$ cat src/design/fqd_pkg.sv
// ----------------------------------------------------------------------------
// fqd_pkg
// Sizes, operation codes and state codes of the queue with delete by value.
// ----------------------------------------------------------------------------
package fqd_pkg;

	localparam int DEPTH       = 16;
	localparam int VALUE_WIDTH = 32;
	localparam int ADDR_W      = $clog2(DEPTH);
	localparam int CNT_W       = $clog2(DEPTH + 1);

	localparam int OP_W    = 2;
	localparam int IN_W    = 32;
	localparam int OUT_W   = 32;
	localparam int LEN_W   = 5;

	localparam logic [OP_W-1:0] OP_ENQ = 2'd0;
	localparam logic [OP_W-1:0] OP_DEQ = 2'd1;
	localparam logic [OP_W-1:0] OP_DEL = 2'd2;
	localparam logic [OP_W-1:0] OP_LEN = 2'd3;

	localparam logic STATUS_OK  = 1'b0;
	localparam logic STATUS_ERR = 1'b1;

	localparam int ST_W = 3;
	localparam logic [ST_W-1:0] S_IDLE   = 3'd0;
	localparam logic [ST_W-1:0] S_DECODE = 3'd1;
	localparam logic [ST_W-1:0] S_DEQ    = 3'd2;
	localparam logic [ST_W-1:0] S_SCAN   = 3'd3;
	localparam logic [ST_W-1:0] S_SHIFT  = 3'd4;

	typedef logic [VALUE_WIDTH-1:0] entry_t;
	typedef logic [ADDR_W-1:0]      addr_t;
	typedef logic [CNT_W-1:0]       count_t;

endpackage

$ cat src/design/fifo_queue_with_delete_by_value.sv
// ----------------------------------------------------------------------------
// fifo_queue_with_delete_by_value
// Bounded first-in first-out queue of handles with enqueue, dequeue, delete by
// value and length operations, run by a small sequencer over one memory.
// ----------------------------------------------------------------------------
// An operation is taken when start is high and busy is low, and busy stays high
// until its single result beat appears on status, value_out and length with
// done high for one cycle; the receiver cannot stall that beat. Length and
// enqueue answer from the decode state, dequeue from its read state. Delete
// compares one held entry per cycle from the head through the memory read port,
// then closes the gap one entry per cycle.
// No clearing pass is needed after reset.
module fifo_queue_with_delete_by_value
	import fqd_pkg::*;
(
	input  logic             clk,
	input  logic             arst_n,
	input  logic             start,
	output logic             busy,
	input  logic [OP_W-1:0]  op,
	input  logic [IN_W-1:0]  value,
	output logic             done,
	output logic             status,
	output logic [OUT_W-1:0] value_out,
	output logic [LEN_W-1:0] length
);

	function automatic addr_t slot_of(input addr_t h, input count_t off);
		logic [CNT_W:0] sum;
		sum = (CNT_W+1)'(h) + (CNT_W+1)'(off);
		if (sum >= (CNT_W+1)'(DEPTH)) begin
			sum = sum - (CNT_W+1)'(DEPTH);
		end
		return ADDR_W'(sum);
	endfunction

	logic [ST_W-1:0] state_q, state_d;
	logic [OP_W-1:0] op_q;
	entry_t          val_q;
	addr_t           head_q, head_d;
	count_t          count_q, count_d;
	addr_t           idx_q, idx_d;
	logic            done_q, done_d;
	logic            status_q, status_d;
	logic [OUT_W-1:0] vout_q, vout_d;

	logic   ram_we;
	addr_t  ram_waddr, ram_raddr;
	entry_t ram_wdata, ram_rdata;
	count_t idx_ext;

	assign idx_ext = CNT_W'(idx_q);

	fqd_ram #(
		.WIDTH(VALUE_WIDTH),
		.DEPTH(DEPTH)
	) u_store (
		.clk  (clk),
		.we   (ram_we),
		.waddr(ram_waddr),
		.wdata(ram_wdata),
		.raddr(ram_raddr),
		.rdata(ram_rdata)
	);

	always_comb begin
		state_d   = state_q;
		head_d    = head_q;
		count_d   = count_q;
		idx_d     = idx_q;
		done_d    = 1'b0;
		status_d  = status_q;
		vout_d    = vout_q;
		ram_we    = 1'b0;
		ram_waddr = slot_of(head_q, idx_ext);
		ram_wdata = ram_rdata;
		ram_raddr = slot_of(head_q, idx_ext + CNT_W'(1));
		case (state_q)
			S_IDLE: begin
				if (start) begin
					state_d = S_DECODE;
				end
			end
			S_DECODE: begin
				done_d   = 1'b1;
				status_d = STATUS_OK;
				vout_d   = '0;
				state_d  = S_IDLE;
				case (op_q)
					OP_ENQ: begin
						if (val_q == '0 || count_q == CNT_W'(DEPTH)) begin
							status_d = STATUS_ERR;
						end else begin
							ram_we    = 1'b1;
							ram_waddr = slot_of(head_q, count_q);
							ram_wdata = val_q;
							count_d   = count_q + CNT_W'(1);
						end
					end
					OP_DEQ: begin
						if (count_q == '0) begin
							status_d = STATUS_ERR;
						end else begin
							done_d    = 1'b0;
							ram_raddr = head_q;
							state_d   = S_DEQ;
						end
					end
					OP_DEL: begin
						if (val_q == '0 || count_q == '0) begin
							status_d = STATUS_ERR;
						end else begin
							done_d    = 1'b0;
							idx_d     = '0;
							ram_raddr = head_q;
							state_d   = S_SCAN;
						end
					end
					default: begin
					end
				endcase
			end
			S_DEQ: begin
				done_d   = 1'b1;
				status_d = STATUS_OK;
				vout_d   = OUT_W'(ram_rdata);
				head_d   = slot_of(head_q, CNT_W'(1));
				count_d  = count_q - CNT_W'(1);
				state_d  = S_IDLE;
			end
			S_SCAN: begin
				if (ram_rdata == val_q) begin
					if (idx_ext + CNT_W'(1) == count_q) begin
						done_d   = 1'b1;
						status_d = STATUS_OK;
						vout_d   = '0;
						count_d  = count_q - CNT_W'(1);
						state_d  = S_IDLE;
					end else begin
						state_d = S_SHIFT;
					end
				end else if (idx_ext + CNT_W'(1) == count_q) begin
					done_d   = 1'b1;
					status_d = STATUS_ERR;
					vout_d   = '0;
					state_d  = S_IDLE;
				end else begin
					idx_d = ADDR_W'(idx_ext + CNT_W'(1));
				end
			end
			S_SHIFT: begin
				ram_we = 1'b1;
				if (idx_ext + CNT_W'(2) == count_q) begin
					done_d   = 1'b1;
					status_d = STATUS_OK;
					vout_d   = '0;
					count_d  = count_q - CNT_W'(1);
					state_d  = S_IDLE;
				end else begin
					ram_raddr = slot_of(head_q, idx_ext + CNT_W'(2));
					idx_d     = ADDR_W'(idx_ext + CNT_W'(1));
				end
			end
			default: begin
				state_d = S_IDLE;
			end
		endcase
	end

	always_ff @(posedge clk or negedge arst_n) begin
		if (!arst_n) begin
			state_q <= S_IDLE;
			head_q  <= '0;
			count_q <= '0;
			idx_q   <= '0;
			done_q  <= 1'b0;
		end else begin
			state_q <= state_d;
			head_q  <= head_d;
			count_q <= count_d;
			idx_q   <= idx_d;
			done_q  <= done_d;
		end
	end

	always_ff @(posedge clk) begin
		if (state_q == S_IDLE && start) begin
			op_q  <= op;
			val_q <= VALUE_WIDTH'(value);
		end
		status_q <= status_d;
		vout_q   <= vout_d;
	end

	assign busy      = (state_q != S_IDLE);
	assign done      = done_q;
	assign status    = status_q;
	assign value_out = vout_q;
	assign length    = LEN_W'(count_q);

	// The count never exceeds the number of slots.
	assert property (@(posedge clk) disable iff (!arst_n)
		count_q <= CNT_W'(DEPTH))
		else $error("entry count above depth");

	// A result beat is only given once the sequencer has returned to idle.
	assert property (@(posedge clk) disable iff (!arst_n)
		done_q |-> state_q == S_IDLE)
		else $error("result beat while sequencer busy");

	// An accepted operation makes the block busy in the next cycle.
	assert property (@(posedge clk) disable iff (!arst_n)
		(start && !busy) |=> busy)
		else $error("accepted operation did not raise busy");

	// The head only moves on a dequeue, which removes exactly one entry.
	assert property (@(posedge clk) disable iff (!arst_n)
		head_q != $past(head_q) |-> count_q + CNT_W'(1) == $past(count_q))
		else $error("head moved without removing one entry");

endmodule

$ cat src/design/fqd_ram.sv
// ----------------------------------------------------------------------------
// fqd_ram
// Generic memory with one write port and one read port; the read is registered.
// ----------------------------------------------------------------------------
module fqd_ram #(
	parameter int WIDTH = 32,
	parameter int DEPTH = 16
) (
	input  logic                     clk,
	input  logic                     we,
	input  logic [$clog2(DEPTH)-1:0] waddr,
	input  logic [WIDTH-1:0]         wdata,
	input  logic [$clog2(DEPTH)-1:0] raddr,
	output logic [WIDTH-1:0]         rdata
);

	logic [WIDTH-1:0] mem_q [DEPTH];

	always_ff @(posedge clk) begin
		if (we) begin
			mem_q[waddr] <= wdata;
		end
		rdata <= mem_q[raddr];
	end

endmodule
$ cat config.mk
export PLATFORM = sky130hd
export DESIGN_NAME = fifo_queue_with_delete_by_value
export DESIGN_NICKNAME = d
export VERILOG_FILES = /design/src/design/fqd_pkg.sv /design/src/design/fifo_queue_with_delete_by_value.sv /design/src/design/fqd_ram.sv
export SDC_FILE = /design/constraint.sdc
export NUM_CORES = 1
export LEC_CHECK = 0
export BUFFER_PORTS_ARGS = -buffer_cell sky130_fd_sc_hd__buf_2
export CAP_MARGIN = 20
export CORE_MARGIN = 2
export CORE_UTILIZATION = 35
export CTS_BUF_LIST = sky130_fd_sc_hd__clkbuf_4 sky130_fd_sc_hd__clkbuf_8
export DETAILED_ROUTE_END_ITERATION = 10
export GPL_TIMING_DRIVEN = 0
export MAX_ROUTING_LAYER = met4
export PLACE_DENSITY = 0.52
export SYNTH_ARGS = -nofsm -noshare
export SYNTH_HDL_FRONTEND = slang
export SYNTH_SLANG_ARGS = --single-unit
$ cat constraint.sdc
create_clock -name clk -period 4.6 [get_ports clk]
set_clock_uncertainty 0.05 [all_clocks]
set_input_delay 0.46 -clock clk [delete_from_list [all_inputs] [get_ports clk]]
set_output_delay 0.46 -clock clk [all_outputs]
set_load 0.01 [all_outputs]
-- Word-level counts from Yosys, hierarchy flattened
Memory sizes are Yosys's and may differ from the RTL's. A register that Yosys moved wholly into a read port is not among the register bits.
Cells that the tools add are included.
- bits in registers: 84
- word-level logic and storage cells: 123
- memories: 1
- output and inout bits: 40
- RAM bits: 512
- memories (memory ; words ; width ; read ports ; clocked after Yosys merged registers in ; wr ports ; line ; RTL):
    u_store.mem_q ; 16 ; 32 ; 1 ; 1 ; 1 ; fqd_ram.sv:17 ; logic [WIDTH-1:0] mem_q [DEPTH];
- reduce and logical (&&, ||, !) cells: 14
- eq/ne operators: 22
- $add $sub $neg: 14
- $lt $le $gt $ge: 5
- mux-type cells: 58
- operators with widths (cell ; count):
    32-bit 2-to-1 mux ; 5
    32-bit case mux with 4 select lines ; 1
    4-bit 2-to-1 mux ; 16
    32-bit == test ; 1
    32-bit zero test ; 1
    5-bit 2-to-1 mux ; 5
    2-bit inequality test (second input constant) ; 10
    5-bit case mux with 4 select lines ; 1
    4-bit by 1-bit subtractor with 4-bit output (second input constant) ; 5
    4-bit by 5-bit adder with 6-bit output ; 3
    6-bit by 5-bit greater-or-equal comparator with 1-bit output (second input constant) ; 3
    4-bit case mux with 2 select lines ; 2
    3-bit 2-to-1 mux ; 5
    1-bit 2-to-1 mux ; 13
    3-bit case mux with 4 select lines ; 1
    4-bit case mux with 3 select lines ; 1
    6-bit AND reduction ; 2
    4-bit by 1-bit adder with 5-bit output (second input constant) ; 2
    5-bit == test ; 2
    5-bit greater-or-equal comparator (second input constant) ; 2
    1-bit case mux with 4 select lines ; 2
    3-bit by 2-bit == test with 1-bit output (second input constant) ; 2
    3-bit AND reduction ; 2
    3-bit nonzero test ; 2
    21 further kinds ; 24

-- Logic depth before layout (Yosys ltp)
- word-level depth: 7
- gate-level depth with buffers: 12
- depth with buffers taken out: 11

-- Hierarchy
From an unflattened synthesis, not the netlist that was laid out.
- cell total of the unflattened synthesis: 1246
- area total of the unflattened synthesis: 24827.6 sq um
- modules (own cells, without submodules) (module ; cells each ; times used ; area each (sq um) ; seq. area each (sq um)):
    fqd_ram ; 838 ; 1 ; 19835.3 ; 16015.4
    fifo_queue_with_delete_by_value ; 408 ; 1 ; 4992.3 ; 2437.3

-- Least setup slack after synthesis
OpenSTA, ideal clock, no wires.
- path type: reg-to-reg
- start: reg idx_q[1]
- end: reg count_q[4] (netlist: length[4])
- period minus slack after synthesis: 5096 ps
- data required time: 4426 ps
- arrival time: 4922 ps
- stages on the path, launching flop included: 12
- buffers on the path: 1
- setup slack: -496 ps
- path through: dfrtp_1 ha_1 xor2_4 xnor2_1 o31ai_1 nand3_1 and3_1 o31ai_1 and2_1 clkbuf_1 nand2_1 xnor2_1
- cells in the longest elaborated chain, start to end: 4
- elaborated cells between the ends (all ways): 7
- those cells by class: 2 x add/sub; 4 x eq/ne; 1 x reduce/logical
- ends and longest elaborated chain (what ; line ; RTL):
    from (decl) ; fifo_queue_with_delete_by_value.sv:42 ; addr_t idx_q, idx_d;
    from (signal assigned) ; fifo_queue_with_delete_by_value.sv:181 ; idx_q <= idx_d;
    4-bit by 1-bit adder with 5-bit output / 4-bit by 2-bit adder with 5-bit output (equally long branches) ; n/a ;
    5-bit == test (on tied branches) ; fifo_queue_with_delete_by_value.sv:133, fifo_queue_with_delete_by_value.sv:153 ;
    2-bit inequality test (no line) ; n/a ;
    6-bit AND reduction (no line) (*) ; n/a ;
    to (signal assigned) ; fifo_queue_with_delete_by_value.sv:180 ; count_q <= count_d;
    to (decl) ; fifo_queue_with_delete_by_value.sv:41 ; count_t count_q, count_d;
Mark *: on every way between the ends. The rest lies on a longest branch, timed or not.
A chain may end at the register's enable or synchronous reset.

-- Worst setup path in the final report
- start: reg val_q[18]
- end: reg u_store.rdata[2] (read register of u_store.mem_q)
- cells in the longest elaborated chain, start to end: 5
- ends and longest elaborated chain (what ; line ; RTL):
    from (decl) ; fifo_queue_with_delete_by_value.sv:39 ; entry_t val_q;
    from (signal assigned) ; fifo_queue_with_delete_by_value.sv:189 ; val_q <= VALUE_WIDTH'(value);
    32-bit zero test ; fifo_queue_with_delete_by_value.sv:110 ; if (val_q == '0 || count_q == '0) begin
    1-bit logical OR ; fifo_queue_with_delete_by_value.sv:110 ;
    4-bit 2-to-1 mux ; fifo_queue_with_delete_by_value.sv:110 ;
    4-bit case mux with 2 select lines ; fifo_queue_with_delete_by_value.sv:89 ; case (op_q)
    4-bit case mux with 2 select lines ; fifo_queue_with_delete_by_value.sv:78 ; case (state_q)
    to (decl) ; fqd_ram.sv:14 ; output logic [WIDTH-1:0] rdata
Every way passes these cells.

==> metrics.txt <==
status=finished, violations left; failing checks=design-rule violations; Req. time, crit path=5190 ps; Slew @ Worst Pin=1020 ps; Mapped Area=25,900 µm²; Post-layout nets=2,114; crit path launch=val_q[18]$_DFFE_PP_; Finished Layout Cells=3,101; Worst EP arrival=approximately 5100 ps; layout cells sized above 1=19.2%; Syn Nets=about 1,900; via count=16,300; commonest cells after routing, fill and taps aside=edfxtp_1, nand2_1, buf_2; fin crit period=4500 ps; Horiz. Die Dim=~280 µm; initial antenna violation count=1; register bit total from synthesis=roughly 630; DRC errors left=10; Hold WS=179 ps; Starting Density=35.4%; Slew Limit Fails=0; startpoint types=flop; crit-path max FO=10; Cells after Synth=1,799; Skew-Pair Late Insertion Delay=750 ps; Post-synth top flop=edfxtp_1; TritonCTS clock tree=yes; Vert. Die Dim=276 µm; top achievable clock speed=around 220 MHz; Hold Path Class=in -> async; Avg Vias per Cell=between 5 and 6; core area=~73,000 µm²; register area share after synthesis=71.3%; Avg Cell Area, Syn=14.4 µm²; final setup violation count=0; endpoints failing hold=0; Layout area overhead=19.2%; vias in the first global route=16,000; Layout fillers=6,682; 1st-iter DRT viols=1,803; Yosys cell types=between 50 and 60; die area=76,200 µm²; Inserted Clock Buffers=~100; Reg2Reg Launch Point=val_q[18]$_DFFE_PP_; Max-Cap Viols=0; Final period util=97.8%; CTS root buf=clkbuf_8; gr usage total=approximately a fifth; First-pass DRT Iterations=9; H-tree levels=3; Slew headroom=roughly a third; Yosys warnings=0; GRT overflow=0; clock buffer depth=3; Clock Pin Slew Worst Setup and Hold Paths=around 60 ps; placed instance count=2,855; global-route wire length before repair=between 100,000 and 150,000 µm; largest net degree at the start of global routing=26; wire per inst=24.8 µm; num ports=77; DRT antenna net count=0; final wirelength=76,900 µm; gpl congestion=about 0.86; Sink Count=roughly 630; Rows=99; Async S/R FF share, synth=2.71%; commonest non-fill, non-tap cell in the layout=edfxtp_1; Setup crit end kind=flop; WS Path Type=reg -> reg; Final HPWL DP=51,700 µm; port bufs=76; EDFF count, synth=~580
worst max-delay path, stage by stage (launching register included):
cell and delay [ps]:
edfxtp_1 530, nor4_1 730, nand4_1 180, buf_4 210, o21a_1 230, o21a_1 280
a21o_1 180, a221o_1 420, nor2_1 610, clkbuf_1 700, a221o_1 280
per-layer routing:
layer | part of all wire (%) | global-route usage [%] | up-vias
li1 | - | - | 7323
met1 | 45 | 27.8 | 8227
met2 | 46 | 31.5 | 642
met3 | 6.8 | 3.74 | 137
met4 | 2.5 | 5.72 | 0
met5 | 0 | - | -
state kept, by name (all words and copies together), names as in the netlist:
name and flops:
state_q 3, idx_q 4, op_q 2, value_out 32, u_store.mem_q 512, u_store.rdata 32, head_q 4, val_q 32
done 1, status 1, length 5
repair_timing:
action,CTS,global route
hold buffers,35,0
resized for setup,6,10
pin swaps,2,9
endpoints found under the setup margin,752,204
setup buffers,5,10
endpoints found under the hold margin,51,0
path summary, 6_finish.rpt:
| check | end | slack [ps] | cells past startpoint |
|---|---|---|---|
| worst max-delay path | u_store.rdata[2]$_DFF_P_ | 100 | 10 |
| worst min-delay path | length[1]$_DFFE_PN0P_ | 180 | 2 |
| worst max register to register | u_store.rdata[2]$_DFF_P_ | 100 | 10 |
| worst min register to register | value_out[23]$_SDFFCE_PN0P_ | 550 | 1 |
| max in group asynchronous | idx_q[2]$_DFFE_PN0P_ | 4010 | 2 |
| min in group clk | val_q[4]$_DFFE_PP_ | 190 | 3 |
Yosys cell counts (34+ instances only):
master      n  area [µm²]
a221o_1    34         340
and2_0     72         450
a31oi_1    69         432
and2_1     58         363
nor2_1     40         150
a211oi_1   99         743
edfxtp_1  579       17400
xor2_1     40         350
clkbuf_1   47         176
nand2_1   317        1190
buf_2      40         200
mux2i_1    68         681
area by class of cell:
type | instances | area (µm²) | share of cell area (%)
Clock buffer | 159 | 1890 | 6.14
Buffer | 107 | 542 | 1.76
Multi-Input combinational cell | 1046 | 7010 | 22.7
Antenna cell | 3 | 7.51 | 0.0243
Clock inverter | 34 | 251 | 0.815
Sequential cell | 628 | 18500 | 59.8
Inverter | 18 | 67.6 | 0.219
Timing Repair Buffer | 147 | 1430 | 4.65
Tap cell | 959 | 1200 | 3.89
per-stage QoR:
stage | cell area (µm²) | setup TNS, ps | setup WS, ps | util (%)
after CTS | 30700 | 0 | 43.6 | 41.9
after floorplan | 25900 | 0 | 562 | -
after global routing | 30900 | -122 | -23.8 | 42.2
after global placement | 27500 | -1243940 | -2940 | 37.6
after detailed placement | 28100 | -150750 | -622 | 38.4
final | 30900 | 0 | 101 | 42.2
logic make-up after synthesis:
| family | synth area share (%) |
|---|---|
| and+or+nand+nor | 10.3 |
| AOI/OAI and AO/OA | 8.46 |
| buffers and inverters | 2.31 |
| adders and majority gates | 1.40 |
| DFF | 71.3 |
| xor gates and xnor gates | 2.17 |
| muxes | 4.06 |
Power is not shown: default switching activity piles up to over one toggle a cycle in this logic, so the estimate is an artifact.
